==> config.mk <==
export PLATFORM = sky130hd
export DESIGN_NAME = nmv_addr
export DESIGN_NICKNAME = d
export VERILOG_FILES = /design/src/hdl/nmv_pkg.sv /design/src/hdl/nmv_addr.sv
export SDC_FILE = /design/constraint.sdc
export NUM_CORES = 1
export LEC_CHECK = 0
export BUFFER_PORTS_ARGS = -buffer_cell sky130_fd_sc_hd__buf_2
export CAP_MARGIN = 20
export CORE_AREA = 2 2 39 41
export DETAILED_ROUTE_END_ITERATION = 6
export DIE_AREA = 0 0 41 43
export PLACE_DENSITY = 0.83
export SYNTH_ARGS = -nofsm -noshare
export SYNTH_HDL_FRONTEND = slang
export SYNTH_SLANG_ARGS = --single-unit
export TNS_END_PERCENT = 20
==> constraint.sdc <==
create_clock -name vclk -period 5.4
set_clock_uncertainty 0.2 [all_clocks]
set_input_delay 1.08 -clock vclk [all_inputs]
set_output_delay 1.08 -clock vclk [all_outputs]
set_load 0.01 [all_outputs]
==> src/hdl/nmv_pkg.sv <==
// ============================================================================
// nmv_pkg
// Shared types and constants of the mirrored nametable video RAM.
// ============================================================================
package nmv_pkg;

    localparam int VRAM_BYTES = 2048;
    localparam int VRAM_AW    = $clog2(VRAM_BYTES);
    localparam int DATA_W     = 8;
    localparam int WIN_W      = 12;
    localparam int TILE_W     = 6;

    localparam logic [TILE_W-1:0] PLANE_ROWS = TILE_W'(60);
    localparam logic [TILE_W-1:0] TABLE_ROWS = TILE_W'(30);
    localparam logic [3:0]        ATTR_ROW   = 4'b1111;

    typedef enum logic [1:0] {
        FUNC_READ    = 2'd0,
        FUNC_WRITE   = 2'd1,
        FUNC_TILE    = 2'd2,
        FUNC_PALETTE = 2'd3
    } func_t;

    typedef enum logic {
        ST_CLEAR = 1'b0,
        ST_RUN   = 1'b1
    } state_t;

    typedef struct packed {
        logic [VRAM_AW-1:0] idx;
        logic [1:0]         quad;
    } map_t;

endpackage

==> src/hdl/nmv_addr.sv <==
// ============================================================================
// nmv_addr
// Fold a nametable access onto the RAM index under the mirroring mode.
// ============================================================================
module nmv_addr (
    input  logic [1:0]                   func,
    input  logic [13:0]                  address,
    input  logic [nmv_pkg::TILE_W-1:0]   tile_x,
    input  logic [nmv_pkg::TILE_W-1:0]   tile_y,
    input  logic                         mirroring_mode,
    output nmv_pkg::map_t                map
);

    logic [nmv_pkg::TILE_W-1:0] y_wrap;
    logic                       table_y;
    logic [nmv_pkg::TILE_W-1:0] row_full;
    logic [4:0]                 row;
    logic [4:0]                 col;
    logic [nmv_pkg::WIN_W-1:0]  win;

    always_comb begin
        y_wrap   = (tile_y >= nmv_pkg::PLANE_ROWS) ? tile_y - nmv_pkg::PLANE_ROWS : tile_y;
        table_y  = (y_wrap >= nmv_pkg::TABLE_ROWS);
        row_full = table_y ? y_wrap - nmv_pkg::TABLE_ROWS : y_wrap;
        row      = row_full[4:0];
        col      = tile_x[4:0];

        unique case (nmv_pkg::func_t'(func))
            nmv_pkg::FUNC_TILE:
                win = {table_y, tile_x[5], row, col};
            nmv_pkg::FUNC_PALETTE:
                win = {table_y, tile_x[5], nmv_pkg::ATTR_ROW, row[4:2], col[4:2]};
            default:
                win = address[nmv_pkg::WIN_W-1:0];
        endcase

        if (mirroring_mode) begin
            map.idx = win[nmv_pkg::VRAM_AW-1:0];
        end else begin
            map.idx = {win[11], win[9:0]};
        end
        map.quad = {row[1], col[1]};
    end

endmodule

==> run_results.csv <==
group,metric,value,unit
status,status,"complete, no violations",
timing,worst_slew_pin_slew,0.432,ns
floorplanning,dieWidth,41,um
cts,cts_setup_buffers,0,
cells_and_area,final_nets,139,
global_route,first_global_vias,435,
pwr,p_leak,0.329,nW
global_route,grt_usage,12.9,%
placed_design,portBuffers,40,
worst_setup_path,cp.required,4.12,ns
worst_setup_path,cp_max_fo,8,
pwr,p_int,0.0272,mW
cells_and_area,seqCellArea,0,um2
cts,cts_resized,0,
floorplanning,start_util,32.5,%
synth,synthCells,71,
pwr,p_per_area,88.9,nW/um2
placed_design,place_ws,1.54,ns
timing,setup_viol,0,
pwr,seqPwrFrac,0,%
routing,num_vias,627,
synth,synth_top_area_share,12.3,%
worst_setup_path,cp-start-kind,"input port",
worst_setup_path,critical_path.most_common_cell,"buf_2",
cells_and_area,antenna_cells,0,
cells_and_area,layout-drive-gt1-share,41.5,%
cells_and_area,clock_buffers,0,
cells_and_area,fin_cells,122,
pwr,ir_drop,38.3,uV
routing,wl,1250,um
global_route,grt_max_degree,17,
synth,syn_nets,102,
worst_setup_path,cp_slowest_cell,"mux4_2",
timing,finalMaxSlewViolations,0,
cells_and_area,seq_cells,0,
pwr,combPwrFrac,100.0,%
floorplanning,die_y,43,um
routing,wl_per_cell,10.2,um
routing,ant_nets,0,
pwr,power_switching,0.0296,mW
routing,drc_errors,0,
worst_setup_path,cpLargestDelayFamily,"multiplexers",
cells_and_area,area_delta_synth_final,42.3,%
worst_setup_path,cp-end-kind,"output pin",
timing,hold_viol,0,
synth,synth.area.top_cells,"a21oi_1 (12%), mux2i_1 (11%), nor2b_1 (9.7%), nand2_1 (6.7%), nor2_1 (6.7%)",
cells_and_area,design_area,639,um2
synth,yosysWarnings,0,
placed_design,place_inst,122,
timing,whs,2.16,ns
placed_design,finalWeightedCongestion,0.830,
timing,final.period_utilization,71.6,%
routing,drt-pass1-iter-count,4,
global_route,grt_pass1_wl,1730,um
routing,vias_per_cell,5.14,
worst_setup_path,worstPathArrival,2.59,ns
timing,finalCriticalPeriod,3.87,ns
synth,syn_area,449,um2
synth,ys_seq_area_share,0,%
pwr,switching_share,52.1,%
floorplanning,row_count,14,
synth,syn_area_per_cell,6.33,um2
floorplanning,core,1380,um2
global_route,antenna_found_initial,0,
worst_setup_path,worstSetupPathType,"in2out",
pwr,power.share.clock,0,%
placed_design,dp_hpwl,1070,um
worst_setup_path,path_cells,"buf_2 > ha_1 > nand2_1 > mux2i_1 > a21oi_1 > mux4_2 > buf_2",
floorplanning,io_pins,42,
cts,hold_buffers,0,
synth,synth_cell_types,27,
routing,first_iter_violations,6,
global_route,grt-ovfl-total,0,
pwr,power,0.0569,mW
timing,fmax,259,MHz
worst_setup_path,max_stage_delay,0.46,ns
placed_design,placed_area,639,um2
floorplanning,die_area,1760,um2
timing,setup_tns,0,ns
min_path,hold_path_class,"in2out",
timing,fin_ws,1.53,ns
synth,synth_top_cell_by_area,"a21oi_1",
timing,relSlewSlack,71.1,%
worst_setup_path,cp_num_buf_inv,2,
cells_and_area,fin_util,46.2,%
timing,rsz0062_at_grt,"false",
job,cap_violations,0,
-- power groups by stage --
stage	clock (mW)	combinational, mW	sequential, mW
detailed placement	0	0.0570	0
global route	0	0.0639	0
CTS	0	0.0572	0
global placement	0	0.0558	0
finish	0	0.0569	0
floorplan	0	0.0343	0
-- synthesized netlist by cell type, types with 2 or more instances --
| master | number |
|---|---|
| inv_1 | 3 |
| o21ai_0 | 3 |
| a21oi_1 | 11 |
| nor2_1 | 8 |
| o21ai_1 | 4 |
| mux2i_1 | 5 |
| ha_1 | 2 |
| nand2_1 | 8 |
| clkbuf_1 | 3 |
| nor2b_1 | 7 |
-- metal layers --
layer / vias to the layer above / track usage (%) / share of wire (%)
met2: 41 / 22.2 / 40
li1: 328 / - / -
met5: - / 0 / 0
met4: 0 / 0 / 0
met1: 258 / 17.8 / 42
met3: 0 / 1.05 / 18
-- logic make-up after synthesis --
group / share of synthesized area [%]
AOI/OAI and AO/OA: 32.6
xor gates and xnor gates: 1.95
adders and majority gates: 5.57
buffers and inverters: 9.19
muxes: 19.5
and+or+nand+nor: 31.2
-- layout by cell type (no fill, tap or decap), types with 2 or more instances in the layout --
master	synthesis	layout
buf_2	0	40
o21ai_0	3	3
mux2i_1	5	5
nand2_1	8	8
inv_1	3	3
nor2b_1	7	7
nor2_1	8	8
ha_1	2	2
a21oi_1	11	11
o21ai_1	4	4
-- final timing paths --
kind                  cells after the start  slack (ns)      start      end
worst min-delay path                      2        2.16  tile_x[1]   map[0]
worst max-delay path                      7        1.53  tile_y[2]  map[12]
-- cell type report --
class	count	area, um2
fillers	142	744
multi-input cells	63	408
repair buffers	40	200
well taps	16	20.0
inverters	3	11.3
Note: power is estimated with default switching activity, not from simulation.
